### config.mk
export PLATFORM = sky130hd
export DESIGN_NAME = apr_ram
export DESIGN_NICKNAME = d
export VERILOG_FILES = /design/src/hw/rtl/apr_ram.sv
export SDC_FILE = /design/constraint.sdc
export NUM_CORES = 2
export LEC_CHECK = 0
export BUFFER_PORTS_ARGS = -buffer_cell sky130_fd_sc_hd__buf_2
export CAP_MARGIN = 40
export CORE_ASPECT_RATIO = 1.5
export CORE_UTILIZATION = 30
export DETAILED_ROUTE_END_ITERATION = 10
export SLEW_MARGIN = 20
export SYNTH_ARGS = -nofsm -noshare
export SYNTH_HDL_FRONTEND = slang
export SYNTH_SLANG_ARGS = --single-unit
### constraint.sdc
create_clock -name clock -period 4.4 [get_ports clock]
set_input_delay 0.88 -clock clock [delete_from_list [all_inputs] [get_ports clock]]
set_output_delay 0.88 -clock clock [all_outputs]
set_load 0.01 [all_outputs]
### src/hw/rtl/apr_ram.sv
// Generic single-write, single-read RAM with registered read data.
// Stand-alone; no package needed.
module apr_ram #(
   parameter int WIDTH = 32,
   parameter int DEPTH = 64
) (
   input  logic                     clock,
   input  logic                     wr_en,
   input  logic [$clog2(DEPTH)-1:0] wr_addr,
   input  logic [WIDTH-1:0]         wr_data,
   input  logic                     rd_en,
   input  logic [$clog2(DEPTH)-1:0] rd_addr,
   output logic [WIDTH-1:0]         rd_data
);

   logic [WIDTH-1:0] mem [DEPTH];

   // write port and registered read port
   always_ff @(posedge clock) begin
      if (wr_en) begin
         mem[wr_addr] <= wr_data;
      end
      if (rd_en) begin
         rd_data <= mem[rd_addr];
      end
   end

endmodule

==> run_results.csv <==
group,metric,value,unit
clock_network,post_cts_buffers,0,
placement,dp_hpwl,130000,um
sta,timing.slew.headroom,0.409,
critical_path,cp_max_fo,46,
sta,setup_violations,0,
synthesis,synth_edf_count,2080,
critical_path,r2r_start,"mem[62][0]",
final_layout,fillCellCount,24000,
global_route,gr-total-overflow,0,
clock_network,path_clk_slew,0.07,ns
synthesis,ys_warn_count,0,
synthesis,yosys_register_bits,2080,
die,ioPinCount,79,
final_layout,layout-drive-gt1-share,0.309,
die,num_rows,230,
placement,post_dp_cell_area,0.0857,mm^2
die,start_util,0.301,
route,viasPerCell,5.12,
clock_network,clockRootBuffer,"clkbuf_16",
placement,gp_congestion,0.820,
global_route,grt_pass1_vias,38000,
route,wl_per_cell,29.6,um
sta,worst_slack,1.22,ns
power,leakage,27.8,nW
route,via_count,37200,
sta,hold_violations,0,
synthesis,synthCells,3324,
global_route,grt_pass1_wl,300000,um
sta,clock_skew,0.0655,ns
clock_network,h-tree-depth,4,
die,fp.dieW,421,um
clock_network,clk_latency,0.83,ns
critical_path,worstSetupPathType,"in -> reg",
die,die_y,630,um
flow_run,drv_cap,0,
global_route,grt_start_max_net_pins,65,
hold_path,hold_depth,1,
synthesis,yosys.cell_types.count,33,
final_layout,regArea,0.0625,mm^2
route,postRouteAntennaNets,0,
route,firstDrtPassIters,5,
global_route,antenna_found_initial,35,
hold_path,min-delay-start,"wr_data[30]",
critical_path,r2r_end,"rd_data[0]",
clock_network,clock_sinks,2080,
sta,period_needed,3.18,ns
clock_network,cts.repair.resized,0,
clock_network,cts_tree,"done",
final_layout,nNetsFinal,3703,
synthesis,synth_nets,3371,
critical_path,critPathRequiredTime,4.93,ns
final_layout,finish.instance_area,0.0911,mm^2
critical_path,startpoint_type,"input port",
sta,clock.fmax,315,MHz
synthesis,synth_top_flop_cell,"edfxtp_1",
global_route,grt.total_usage,0.161,
critical_path,arrival,3.71,ns
synthesis,syn_avg_cell_area,23.7,um^2
synthesis,ys_seq_area_frac,0.792,
sta,tns,0,ns
run_status,status,"finished clean",
critical_path,rrSetupSlack,1.87,ns
hold_path,min_path_type,"in -> reg",
sta,fin_crit_sh,0.722,
clock_network,cts-hold-fix-buffers,0,
power,max-vdd-ir-drop,0.000296,V
final_layout,syn2layout_area_growth,15.5,%
synthesis,ys_async_sr_fraction,0,
route,drt_iter0_markers,3903,
clock_network,cts-buffers-inserted,180,
sta,report.final.slew_viol_count,0,
placement,port_buffers,78,
critical_path,endpoint_kind,"flop",
die,fp.coreArea,0.262,mm^2
die,die-area,0.265,mm^2
sta,rsz0062_at_grt,"no",
route,drt_wl_total,215000,um
power,power.density,432,mW/mm^2
critical_path,r2r_cells,4,
final_layout,multi_input_area,0.0160,mm^2
synthesis,syn_area,0.0788,mm^2
clock_network,cts.path.max_buffers,4,
hold_path,min_to,"mem[47][30]",
sta,tightest_slew,0.883,ns
placement,dp_slack,0.397,ns
route,drc_errors,0,
how the worst max path moves through the flow:
stage,startpoint,end,slack [ns],depth (start not counted)
floorplan,wr_addr[3],mem[48][0],0.36,4
global placement,rd_addr[1],rd_data[9],0.33,8
detailed placement,rd_addr[0],rd_data[0],0.40,6
CTS,rd_addr[0],rd_data[0],1.28,6
global route,rd_addr[0],rd_data[4],1.24,8
finish,rd_addr[0],rd_data[0],1.22,6
critical path: stages:
cell,delay [ns]
buf_8,0.43
buf_12,0.39
mux4_2,0.57
mux4_2,0.64
o22ai_1,0.63
nor2_1,0.13
area by class of cell:
type / instances / share of cell area
Clock buffer: 217 / 0.0517
Sequential cell: 2080 / 0.686
Multi-Input combinational cell: 1062 / 0.175
Timing Repair Buffer: 332 / 0.0324
Antenna cell: 7 / 0.000192
Clock inverter: 86 / 0.00684
Tap cell: 3480 / 0.0478
Yosys cell counts (3+ instances only):
library cell  instances  area, um^2
nand3b_1              5        37.5
nand2b_1              8        50.1
or3_1                 3        18.8
buf_4                25         188
a311oi_1              8        70.1
nor3_1                7        35.0
mux2i_1              93         931
nor2_1              137         514
o22ai_1              84         526
clkbuf_1             74         278
a21oi_1              62         310
o32ai_1               4        35.0
a22oi_1              12        90.1
mux4_2              544       12300
or3b_2                3        26.3
and3_1                4        25.0
buf_2                57         285
buf_1                21        78.8
buf_6                 5        56.3
nor2b_1              15        93.8
nand3_1               5        25.0
o221ai_1             27         236
edfxtp_1           2080       62500
a41o_1                4        40.0
nand2_1              26        97.6
per-layer routing:
layer  GRT usage  share of wire
met5           0        0.00057
met4      0.0740          0.050
met3      0.0225          0.067
met2       0.285           0.52
met1       0.192           0.36
power breakdown:
part | internal [W] | switching, W | total (W)
Clock | 0.00811 | 0.00691 | 0.0150
Sequential | 0.0220 | 0.0000744 | 0.0220
Combinational | 0.000840 | 0.00144 | 0.00228
Total | 0.0309 | 0.00842 | 0.0393
sequential cells by signal (all words and copies together) (netlist names):
register  flops
mem        2048
rd_data      32
layout by cell type (no fill, tap or decap), drive strengths merged:
cell type / synthesis / layout
a21oi: 62 / 62
a22oi: 12 / 12
a311oi: 8 / 8
a31oi: 1 / 1
a41o: 4 / 4
and2: 2 / 2
and3: 4 / 4
buf: 108 / 332
bufinv: 0 / 9
clkbuf: 74 / 217
clkinv: 0 / 70
clkinvlp: 0 / 4
diode: 0 / 7
edfxtp: 2080 / 2080
inv: 0 / 3
mux2i: 93 / 93
mux4: 544 / 544
nand2: 26 / 26
nand2b: 8 / 8
nand3: 5 / 5
nand3b: 5 / 5
nand4: 2 / 2
nand4b: 1 / 1
nor2: 137 / 137
nor2b: 15 / 15
nor3: 7 / 7
o221ai: 27 / 27
o22ai: 84 / 84
o32ai: 4 / 4
or2: 3 / 3
or3: 3 / 3
or3b: 5 / 5
metrics by stage:
stage | hold WS (ns) | total power (W) | std cells | util
finish | 0.473 | 0.0393 | 7264 | 0.348
global route | 0.466 | 0.0403 | 7258 | 0.348
CTS | 0.431 | 0.0396 | 7255 | 0.348
detailed placement | 0.868 | 0.0248 | 6952 | 0.328
global placement | 0.827 | 0.0247 | 6940 | 0.327
floorplan | 0.750 | 0.0235 | 3324 | -
kinds of logic after synthesis:
group / after synthesis / synth area share
AO/OA/AOI/OAI: 202 / 0.0167
multiplexers: 637 / 0.167
flip-flops: 2080 / 0.792
AND/OR/NAND/NOR: 223 / 0.0126
buffers and inverters: 182 / 0.0112
(Power assumes the default switching activity.)
