<file path="src/hw/rtl/apr_pkg.sv">
// Shared types and constants for the aging page replacement block.
// Used by apr_mod and aging_page_replacement; depends on nothing.
package apr_pkg;

   // Default sizes
   localparam int NUM_FRAMES_DEF = 64;
   localparam int AGE_BITS_DEF   = 16;

   // Field widths
   localparam int TIME_W       = 32;
   localparam int VADDR_W      = 32;
   localparam int FRAME_W      = 6;
   localparam int PERIOD_W     = 16;
   localparam int FIU_W        = 7;
   localparam int VICTIM_AGE_W = 16;
   localparam int REQ_TYPE_W   = 2;

   // Stream and register port widths
   localparam int REQ_DATA_W = 40;
   localparam int RSP_DATA_W = 56;
   localparam int RSP_PAD_W  = RSP_DATA_W - (VADDR_W + FRAME_W + VICTIM_AGE_W);
   localparam int CSR_ADDR_W = 1;
   localparam int CSR_DATA_W = 16;

   // Request kinds
   localparam logic [REQ_TYPE_W-1:0] REQ_ACCESS  = 2'd0;
   localparam logic [REQ_TYPE_W-1:0] REQ_INSTALL = 2'd1;
   localparam logic [REQ_TYPE_W-1:0] REQ_QUERY   = 2'd2;

   // Register indexes
   localparam logic [CSR_ADDR_W-1:0] CSR_PERIOD = 1'b0;
   localparam logic [CSR_ADDR_W-1:0] CSR_FIU    = 1'b1;

   // Register reset values
   localparam logic [PERIOD_W-1:0] PERIOD_RST = 16'd10;
   localparam logic [FIU_W-1:0]    FIU_RST    = 7'd64;

   // Status from the remainder unit
   typedef struct packed {
      logic done;     // one-cycle pulse when the remainder is ready
      logic is_zero;  // remainder is zero, valid with done
   } apr_div_type;

endpackage

</file>
<file path="src/hw/rtl/apr_mod.sv">
// Bit-serial remainder unit: time count modulo aging period, one bit a cycle.
// Depends on apr_pkg for widths and the status struct.
module apr_mod (
   input  logic                            clock,
   input  logic                            reset,
   input  logic                            start,
   input  logic [apr_pkg::TIME_W-1:0]      dividend,
   input  logic [apr_pkg::PERIOD_W-1:0]    divisor,   // never zero
   output apr_pkg::apr_div_type            status
);

   import apr_pkg::*;

   localparam int STEP_W = $clog2(TIME_W);

   logic                busy_ff, busy_in;
   logic                done_ff, done_in;
   logic [STEP_W-1:0]   step_ff, step_in;
   logic [TIME_W-1:0]   quo_ff, quo_in;
   logic [PERIOD_W-1:0] rem_ff, rem_in;
   logic [PERIOD_W-1:0] div_ff, div_in;
   logic [PERIOD_W:0]   shifted;
   logic [PERIOD_W:0]   diff;

   // one restoring step: bring down the next dividend bit, subtract if it fits
   always_comb begin
      shifted = {rem_ff, quo_ff[TIME_W-1]};
      diff    = shifted - {1'b0, div_ff};
      busy_in = busy_ff;
      done_in = 1'b0;
      step_in = step_ff;
      quo_in  = quo_ff;
      rem_in  = rem_ff;
      div_in  = div_ff;
      if (start) begin
         busy_in = 1'b1;
         step_in = '0;
         quo_in  = dividend;
         rem_in  = '0;
         div_in  = divisor;
      end else if (busy_ff) begin
         quo_in  = {quo_ff[TIME_W-2:0], 1'b0};
         rem_in  = (shifted >= {1'b0, div_ff}) ? diff[PERIOD_W-1:0] : shifted[PERIOD_W-1:0];
         step_in = step_ff + STEP_W'(1);
         if (step_ff == STEP_W'(TIME_W - 1)) begin
            busy_in = 1'b0;
            done_in = 1'b1;
         end
      end
   end

   always_ff @(posedge clock) begin
      if (reset) begin
         busy_ff <= 1'b0;
         done_ff <= 1'b0;
         step_ff <= '0;
      end else begin
         busy_ff <= busy_in;
         done_ff <= done_in;
         step_ff <= step_in;
      end
      quo_ff <= quo_in;
      rem_ff <= rem_in;
      div_ff <= div_in;
   end

   assign status.done    = done_ff;
   assign status.is_zero = (rem_ff == '0);

endmodule

</file>
<file path="config.mk">
export PLATFORM = sky130hd
export DESIGN_NAME = apr_mod
export DESIGN_NICKNAME = d
export VERILOG_FILES = /design/src/hw/rtl/apr_pkg.sv /design/src/hw/rtl/apr_mod.sv
export SDC_FILE = /design/constraint.sdc
export NUM_CORES = 1
export LEC_CHECK = 0
export BUFFER_PORTS_ARGS = -buffer_cell sky130_fd_sc_hd__buf_2
export CORE_MARGIN = 4
export CORE_UTILIZATION = 49
export CTS_CLUSTER_DIAMETER = 50
export DETAILED_ROUTE_END_ITERATION = 16
export GPL_TIMING_DRIVEN = 0
export PLACE_DENSITY = 0.72
export SYNTH_ARGS = -nofsm -noshare
export SYNTH_HDL_FRONTEND = slang
export SYNTH_SLANG_ARGS = --single-unit
</file>
<file path="constraint.sdc">
create_clock -name clock -period 3.4 [get_ports clock]
set_clock_uncertainty 0.2 [all_clocks]
set_input_delay 0 -clock clock [delete_from_list [all_inputs] [get_ports clock]]
set_output_delay 0 -clock clock [all_outputs]
set_load 0.05 [all_outputs]
</file>
==> reports/results.md, run 1 <==
| Result | Value | Unit |
|---|---|---|
| Number of cells in the design after placement | 474 | - |
| Final clock period utilization by the worst path | 88.0 | % |
| Share of layout cells above drive strength 1 | 25.9 | % |
| Final layout net count | 506 | - |
| Global-route wire length before repair | 13600 | um |
| Leak | 0.00191 | uW |
| DRC violation total after the first TritonRoute iteration | 171 | - |
| Number of warning messages in the yosys log | 0 | - |
| Layout fillers | 570 | - |
| Post-synthesis average cell area | 11.6 | um2 |
| Weighted congestion at the end of routability-driven global placement | 0.825 | - |
| Hold violation count in the final report | 0 | - |
| Post-layout minimum cycle time | 2.99 | ns |
| GRT Util Overall | 19.5 | % |
| Design Area, Final | 4790 | um2 |
| P&R area growth vs syn | 28.4 | % |
| Post-synth EDFFs | 48 | - |
| Total die area | 9080 | um2 |
| Average wire per standard cell | 14.9 | um |
| Power density of the placed cells | 437 | nW/um2 |
| Vias in the first global route | 2884 | - |
| Setup TNS | 0 | ns |
| Total wire length | 8050 | um |
| Post-route non-filler standard cell count | 541 | - |
| Detailed placer's ending HPWL | 5310 | um |
| Status | complete, no violations | - |
| Number of cells traversed by the worst register-to-register path | 11 | - |
| Vert. Die Dim | 95.3 | um |
| Peak VDD IR | 0.000380 | V |
| Number of instances in the synthesized netlist | 323 | - |
| Total clock sinks | 71 | - |
| Tightest Hold Check Type | primary input to flip-flop | - |
| Placed instance area | 4120 | um2 |
| CP max FO | 6 | - |
| WS Path Type | flip-flop to flip-flop | - |
| Placeable core area | 7330 | um2 |
| Total vias in the final route | 2804 | - |
| Worst-margin pin slew | 1.24 | ns |
| Root buf cell | sky130_fd_sc_hd__clkbuf_8 | - |
| Total congestion overflow after global routing | 0 | - |
| Drt drc | 0 | - |
| Post-synthesis sequential element count | 71 | - |
| Kind of start point of the critical path | flip-flop | - |
| Leading register cell type out of synthesis | sky130_fd_sc_hd__edfxtp_1 | - |
| Clock buffers created by TritonCTS | 9 | - |
| Vias per cell | 5.18 | - |
| Worst-skew pair later-pin latency | 0.34 | ns |
| Max-cap check violation count | 0 | - |
| Sequential element share of the synthesized area | 51.0 | % |
| Worst EP required | 3.37 | ns |
| FFs w/ async S/R, synth | 0 | % |
| Worst setup slack before clock tree synthesis | 0.418 | ns |
| Initial core utilization | 50.9 | % |
| Total setup violations reported at the end of the flow | 0 | - |
| Setup repair after global routing missed its margin | no | - |
| Mapped Nets | 393 | - |
| Final-report max-slew violation count | 0 | - |
| Number of iterations in the first detailed-routing pass | 4 | - |
| Clock tree from TritonCTS | built | - |
| Number of H-tree levels | 3 | - |
| Worst Path Arrival | 2.97 | ns |
| Max Fclk | 0.334 | GHz |
| Buffers inserted during post-CTS setup optimization | 0 | - |
| Post-detailed-route count of antenna-violating nets | 0 | - |
| Initial antenna violation count | 0 | - |
| # IOs | 53 | - |
| Worst-case clock buffer depth | 2 | - |
| Hold Path Stages | 2 | - |
| Largest net degree at the start of global routing | 34 | - |
| Max transition margin | 17.1 | % |
| Worst-path clk slew | 0.08 | ns |
| Die extent in x | 95.3 | um |
| Port Buffer Count | 52 | - |
| Number of placement rows | 31 | - |
| Post_cts resized | 0 | - |
| Endpoint kind of the worst setup timing path | flip-flop | - |
| Total Power Consumption | 2090 | uW |
| Library cells used by synthesis | 53 | - |
| Final worst-path setup slack | 0.408 | ns |
| Post-synthesis cell area | 3730 | um2 |
worst paths after layout:
kind	startpoint	to	slack [ns]
min reg2reg	rem_ff[11]	rem_ff[11]	0.31
max	quo_ff[31]	rem_ff[12]	0.41
min	divisor[12]	div_ff[12]	0.16
max reg2reg	quo_ff[31]	rem_ff[12]	0.41
critical path, cell delays in order, from the launching register on:
cell and delay, ns:
sky130_fd_sc_hd__edfxtp_1 0.37, sky130_fd_sc_hd__inv_1 0.08, sky130_fd_sc_hd__ha_1 0.17, sky130_fd_sc_hd__inv_1 0.05, sky130_fd_sc_hd__fa_1 0.39, sky130_fd_sc_hd__a21o_1 0.22, sky130_fd_sc_hd__a221oi_2 0.53, sky130_fd_sc_hd__o221ai_1 0.21
sky130_fd_sc_hd__a21oi_1 0.20, sky130_fd_sc_hd__xnor2_1 0.08, sky130_fd_sc_hd__mux2i_1 0.22, sky130_fd_sc_hd__o22ai_1 0.10
cell usage after synthesis (2+ instances only):
library cell	number	area, um2
sky130_fd_sc_hd__clkbuf_1	10	37.5
sky130_fd_sc_hd__a21oi_1	12	60.1
sky130_fd_sc_hd__nor2_1	28	105
sky130_fd_sc_hd__edfxtp_1	48	1440
sky130_fd_sc_hd__o221ai_1	2	17.5
sky130_fd_sc_hd__buf_1	2	7.51
sky130_fd_sc_hd__nand3_1	3	15.0
sky130_fd_sc_hd__dfxtp_1	23	460
sky130_fd_sc_hd__nor3_1	4	20.0
sky130_fd_sc_hd__mux2_2	33	372
sky130_fd_sc_hd__ha_1	18	225
sky130_fd_sc_hd__nand2b_1	3	18.8
sky130_fd_sc_hd__o22ai_1	2	12.5
sky130_fd_sc_hd__a211oi_1	10	75.1
sky130_fd_sc_hd__xor2_1	5	43.8
sky130_fd_sc_hd__nor4_1	4	25.0
sky130_fd_sc_hd__mux2i_1	14	140
sky130_fd_sc_hd__a311oi_1	2	17.5
sky130_fd_sc_hd__xnor2_1	11	96.3
sky130_fd_sc_hd__nand4_1	3	18.8
sky130_fd_sc_hd__nand2_1	14	52.6
sky130_fd_sc_hd__a21o_1	5	37.5
sky130_fd_sc_hd__buf_2	3	15.0
sky130_fd_sc_hd__inv_1	24	90.1
sky130_fd_sc_hd__o21ai_1	4	20.0
sky130_fd_sc_hd__o21ai_0	9	45.0
flip-flops by register name, summed over array words and instances, names as in the netlist:
signal,cells
quo_ff,32
div_ff,16
rem_ff,16
step_ff,5
busy_ff,1
done_ff,1
layout by cell type (no fill, tap or decap), types with 9 or more instances in the layout:
cell,synthesis,layout
sky130_fd_sc_hd__mux2i_1,14,14
sky130_fd_sc_hd__a21oi_1,12,12
sky130_fd_sc_hd__a211oi_1,10,10
sky130_fd_sc_hd__o21ai_0,9,9
sky130_fd_sc_hd__buf_2,3,55
sky130_fd_sc_hd__dfxtp_1,23,23
sky130_fd_sc_hd__dlygate4sd3_1,0,50
sky130_fd_sc_hd__xnor2_1,11,11
sky130_fd_sc_hd__nand2_1,14,14
sky130_fd_sc_hd__ha_1,18,18
sky130_fd_sc_hd__clkbuf_1,10,10
sky130_fd_sc_hd__edfxtp_1,48,48
sky130_fd_sc_hd__mux2_2,33,33
sky130_fd_sc_hd__inv_1,24,24
sky130_fd_sc_hd__clkbuf_8,0,9
sky130_fd_sc_hd__nor2_1,28,28
metal layers:
| metal | global-route usage [%] | wire length (um) |
|---|---|---|
| met2 | 32.5 | 4010 |
| met5 | 0 | 0 |
| met4 | 6.73 | 124 |
| met3 | 4.34 | 395 |
| met1 | 25.1 | 3520 |
metrics by stage:
step / hold WS, ns / util (%)
3_5_place_dp: -0.0219 / 56.2
5_1_grt: 0.163 / 65.3
3_3_place_gp: -0.0239 / 56.2
2_1_floorplan: -0.128 / -
4_1_cts: 0.140 / 65.3
6_report: 0.161 / 65.4
cell type report:
class | instances | area [um2] | area share (%)
Antenna cell | 1 | 2.50 | 0.0522
Buffer | 17 | 87.6 | 1.83
Clock buffer | 9 | 124 | 2.58
Clock inverter | 7 | 48.8 | 1.02
Inverter | 24 | 90.1 | 1.88
Multi-Input combinational cell | 211 | 1650 | 34.5
Sequential cell | 71 | 1900 | 39.7
Tap cell | 99 | 124 | 2.58
Timing Repair Buffer | 102 | 761 | 15.9
logic make-up after synthesis:
group                      Yosys count  share of synthesized area (%)
AOI/OAI and AO/OA                   58                           10.8
muxes                               47                           13.7
and+or+nand+nor                     71                           9.45
buffers and inverters               41                           4.76
DFF                                 71                           51.0
adders and majority gates           19                           6.57
xor gates and xnor gates            16                           3.75
report_power, final:
| part | switching [uW] | internal, uW | total (uW) |
|---|---|---|---|
| registers | 36.0 | 1010 | 1040 |
| logic | 229 | 226 | 455 |
| clock network | 331 | 264 | 595 |
repair_timing:
item | in CTS | in global routing
endpoints found under the setup margin | 0 | 0
hold endpoints to repair | 71 | 0
hold buffers | 50 | 0
Power figures use the tool's default switching activity.
==> inputs of run 2 (changes only) <==
CORE_MARGIN = 3   (was 4)
CORE_UTILIZATION = 35   (was 49)
PLACE_DENSITY = 0.55   (was 0.72)
==> reports/results.md, run 2 (synthesis gave the netlist of run 1 again) <==
| Result | Value | Unit | Change |
|---|---|---|---|
| Total wire length | 8040 | um | was 8050 um |
| Number of cells in the design after placement | 511 | - | was 474 |
| Layout fillers | 979 | - | was 570 |
| Hold Path End | div_ff[10] | - | was div_ff[12] |
| Max transition margin | 16.8 | % | was 17.1% |
| Worst-skew pair later-pin latency | 0.35 | ns | was 0.34 ns |
| Flip-flop and latch area | 1900 | um2 | unchanged |
| Power density of the placed cells | 460 | nW/um2 | was 437 nW/um2 |
| Hold_sp | divisor[10] | - | was divisor[12] |
| Initial antenna violation count | 0 | - | unchanged |
| Diodes inserted | 0 | - | was 1 |
| Worst-margin pin slew | 1.25 | ns | was 1.24 ns |
| Reg with most FFs | quo_ff | - | unchanged |
| WS Path Type | flip-flop to flip-flop | - | unchanged |
| Top routing layer in use | met4 | - | unchanged |
| Biggest registers after layout | quo_ff (32), div_ff (16), rem_ff (16) | - | unchanged |
| Worst setup slack before clock tree synthesis | 0.442 | ns | was 0.418 ns |
| Number of cells traversed by the worst register-to-register path | 11 | - | unchanged |
| Final layout net count | 506 | - | unchanged |
| Largest net degree at the start of global routing | 34 | - | unchanged |
| Drt drc | 0 | - | unchanged |
| Area of combinational cells with multiple inputs | 1650 | um2 | unchanged |
| GRT Util Overall | 14.7 | % | was 19.5% |
| Design Area, Final | 4880 | um2 | was 4790 um2 |
| Hold Path Stages | 2 | - | unchanged |
| Placeable core area | 10400 | um2 | was 7330 um2 |
| Global-route wire length before repair | 13600 | um | about the same |
| Total vias in the final route | 2731 | - | was 2804 |
| Vert. Die Dim | 109 | um | was 95.3 um |
| Worst Path Arrival | 3.09 | ns | was 2.97 ns |
| Kind of start point of the critical path | flip-flop | - | unchanged |
| Detailed route wirelength on metal3 | 253 | um | was 395 um |
| Worst EP required | 3.46 | ns | was 3.37 ns |
| Total setup violations reported at the end of the flow | 0 | - | unchanged |
| Endpoint of the worst-slack reg-to-reg timing path | rem_ff[14] | - | was rem_ff[12] |
| Post-layout minimum cycle time | 3.03 | ns | was 2.99 ns |
| Clock buffers created by TritonCTS | 9 | - | unchanged |
| Die extent in x | 109 | um | was 95.3 um |
| Total die area | 11900 | um2 | was 9080 um2 |
| Post_cts resized | 0 | - | unchanged |
| Critical Path Max Stage Delay | 0.55 | ns | was 0.53 ns |
| Total clock sinks | 71 | - | unchanged |
| Post-detailed-route count of antenna-violating nets | 0 | - | unchanged |
| Placed instance area | 4160 | um2 | was 4120 um2 |
| Worst hold margin | 0.157 | ns | was 0.161 ns |
| Vias in the first global route | 2832 | - | was 2884 |
| Share of layout cells above drive strength 1 | 25.9 | % | unchanged |
| Final worst-path setup slack | 0.369 | ns | was 0.408 ns |
| Final-report max-slew violation count | 0 | - | unchanged |
| Initial core utilization | 36.0 | % | was 50.9% |
| P&R area growth vs syn | 30.9 | % | was 28.4% |
| Hold violation count in the final report | 0 | - | unchanged |
| Setup repair after global routing missed its margin | no | - | unchanged |
| CP Cell Sequence | inv_1 > ha_1 > inv_1 > fa_1 > a21o_1 > a221oi_2 > o221ai_1 > a21oi_1 > xnor2_1 > nand2_1 > a311oi_1 | - | was inv_1 > ha_1 > inv_1 > fa_1 > a21o_1 > a221oi_2 > o221ai_1 > a21oi_1 > xnor2_1 > mux2i_1 > o22ai_1 |
| CP max FO | 6 | - | unchanged |
| Commonest cells after routing, fill and taps aside | sky130_fd_sc_hd__buf_2, sky130_fd_sc_hd__dlygate4sd3_1, sky130_fd_sc_hd__edfxtp_1, sky130_fd_sc_hd__mux2_2, sky130_fd_sc_hd__nor2_1 | - | unchanged |
| # IOs | 53 | - | unchanged |
| CP dominant cell by count | sky130_fd_sc_hd__inv_1 | - | unchanged |
| Leak | 0.00194 | uW | was 0.00191 uW |
| DRC violation total after the first TritonRoute iteration | 110 | - | was 171 |
| Worst-path clk slew | 0.09 | ns | was 0.08 ns |
| Detailed placer's ending HPWL | 5510 | um | was 5310 um |
| Source of the worst register-to-register timing path | quo_ff[31] | - | unchanged |
| M1 WL | 3770 | um | was 3520 um |
| Average wire per standard cell | 13.9 | um | was 14.9 um |
| Max Fclk | 0.330 | GHz | was 0.334 GHz |
| Flop-to-flop setup slack | 0.37 | ns | was 0.41 ns |
| Weighted congestion at the end of routability-driven global placement | 0.788 | - | was 0.825 |
| Endpoint kind of the worst setup timing path | flip-flop | - | unchanged |
| Met2 wirelength from detailed routing | 3840 | um | was 4010 um |
| Max-cap check violation count | 0 | - | unchanged |
| Setup TNS | 0 | ns | unchanged |
| Buffers inserted during post-CTS setup optimization | 0 | - | unchanged |
| Number of H-tree levels | 3 | - | unchanged |
| Status | complete, no violations | - | unchanged |
| Post-route non-filler standard cell count | 577 | - | was 541 |
| Largest register FFs | 32 | - | unchanged |
| Port Buffer Count | 52 | - | unchanged |
| Clock tree from TritonCTS | built | - | unchanged |
| Final clock period utilization by the worst path | 89.1 | % | was 88.0% |
| Most frequent standard cell in the layout excluding fill and tap cells | sky130_fd_sc_hd__buf_2 | - | unchanged |
| Tightest Hold Check Type | primary input to flip-flop | - | unchanged |
| Number of placement rows | 37 | - | was 31 |
| Worst-case clock buffer depth | 2 | - | unchanged |
| Root buf cell | sky130_fd_sc_hd__clkbuf_8 | - | unchanged |
| Total congestion overflow after global routing | 0 | - | unchanged |
| Vias per cell | 4.73 | - | was 5.18 |
| Peak VDD IR | 0.000237 | V | was 0.000380 V |
| Number of iterations in the first detailed-routing pass | 4 | - | unchanged |
| Cell at the slowest stage of the critical path | sky130_fd_sc_hd__a221oi_2 | - | unchanged |
run 2: power breakdown:
| group | switching, uW | total (uW) | internal, uW |
|---|---|---|---|
| clock | 338 | 752 | 414 |
| combinational | 227 | 452 | 225 |
| sequential | 34.6 | 1040 | 1010 |
run 2: critical path: cells and delay by family, from the launching register on:
| family | cells | cell delay, ns |
|---|---|---|
| adders and majority gates | 2 | 0.56 |
| xor gates and xnor gates | 1 | 0.15 |
| AOI/OAI and AO/OA | 5 | 1.46 |
| buffers and inverters | 2 | 0.13 |
| and+or+nand+nor | 1 | 0.07 |
| DFF | 1 | 0.36 |
run 2: area by class of cell:
type                    instances  share of cell area [%]
inverters                      24                    1.84
clock buffers                   9                    2.54
clock inverters                 7                    2.00
multi-input cells             211                    33.8
repair buffers                102                    15.6
plain buffers                  17                    1.79
well taps                     136                    3.48
flip-flops and latches         71                    38.9
run 2: worst max path at each step:
| stage | slack [ns] | startpoint | endpoint | cells past startpoint |
|---|---|---|---|---|
| 6_report | 0.37 | quo_ff[31] | rem_ff[14] | 11 |
| 4_1_cts | 0.39 | quo_ff[31] | rem_ff[12] | 11 |
| 3_3_place_gp | 0.43 | quo_ff[31] | rem_ff[12] | 11 |
| 3_5_place_dp | 0.44 | quo_ff[31] | rem_ff[12] | 11 |
| 5_1_grt | 0.13 | quo_ff[31] | rem_ff[12] | 11 |
| 2_1_floorplan | 0.82 | quo_ff[31] | rem_ff[14] | 11 |
run 2: metal layers:
metal	vias up	global-route usage (%)
met4	0	5.43
met3	15	3.61
met1	1255	18.9
met2	47	24.1
li1	1414	-
met5	-	0
run 2: through the flow:
| step | util (%) | total power (uW) |
|---|---|---|
| 4_1_cts | 47.1 | 2280 |
| 3_5_place_dp | 40.1 | 1470 |
| 2_1_floorplan | - | 1360 |
| 3_3_place_gp | 40.1 | 1460 |
| 5_1_grt | 47.1 | 2370 |
| 6_report | 47.1 | 2240 |
run 2: repair_timing:
item / CTS / global route
hold buffers: 50 / 0
endpoints found under the setup margin: 0 / 0
endpoints found under the hold margin: 71 / 0
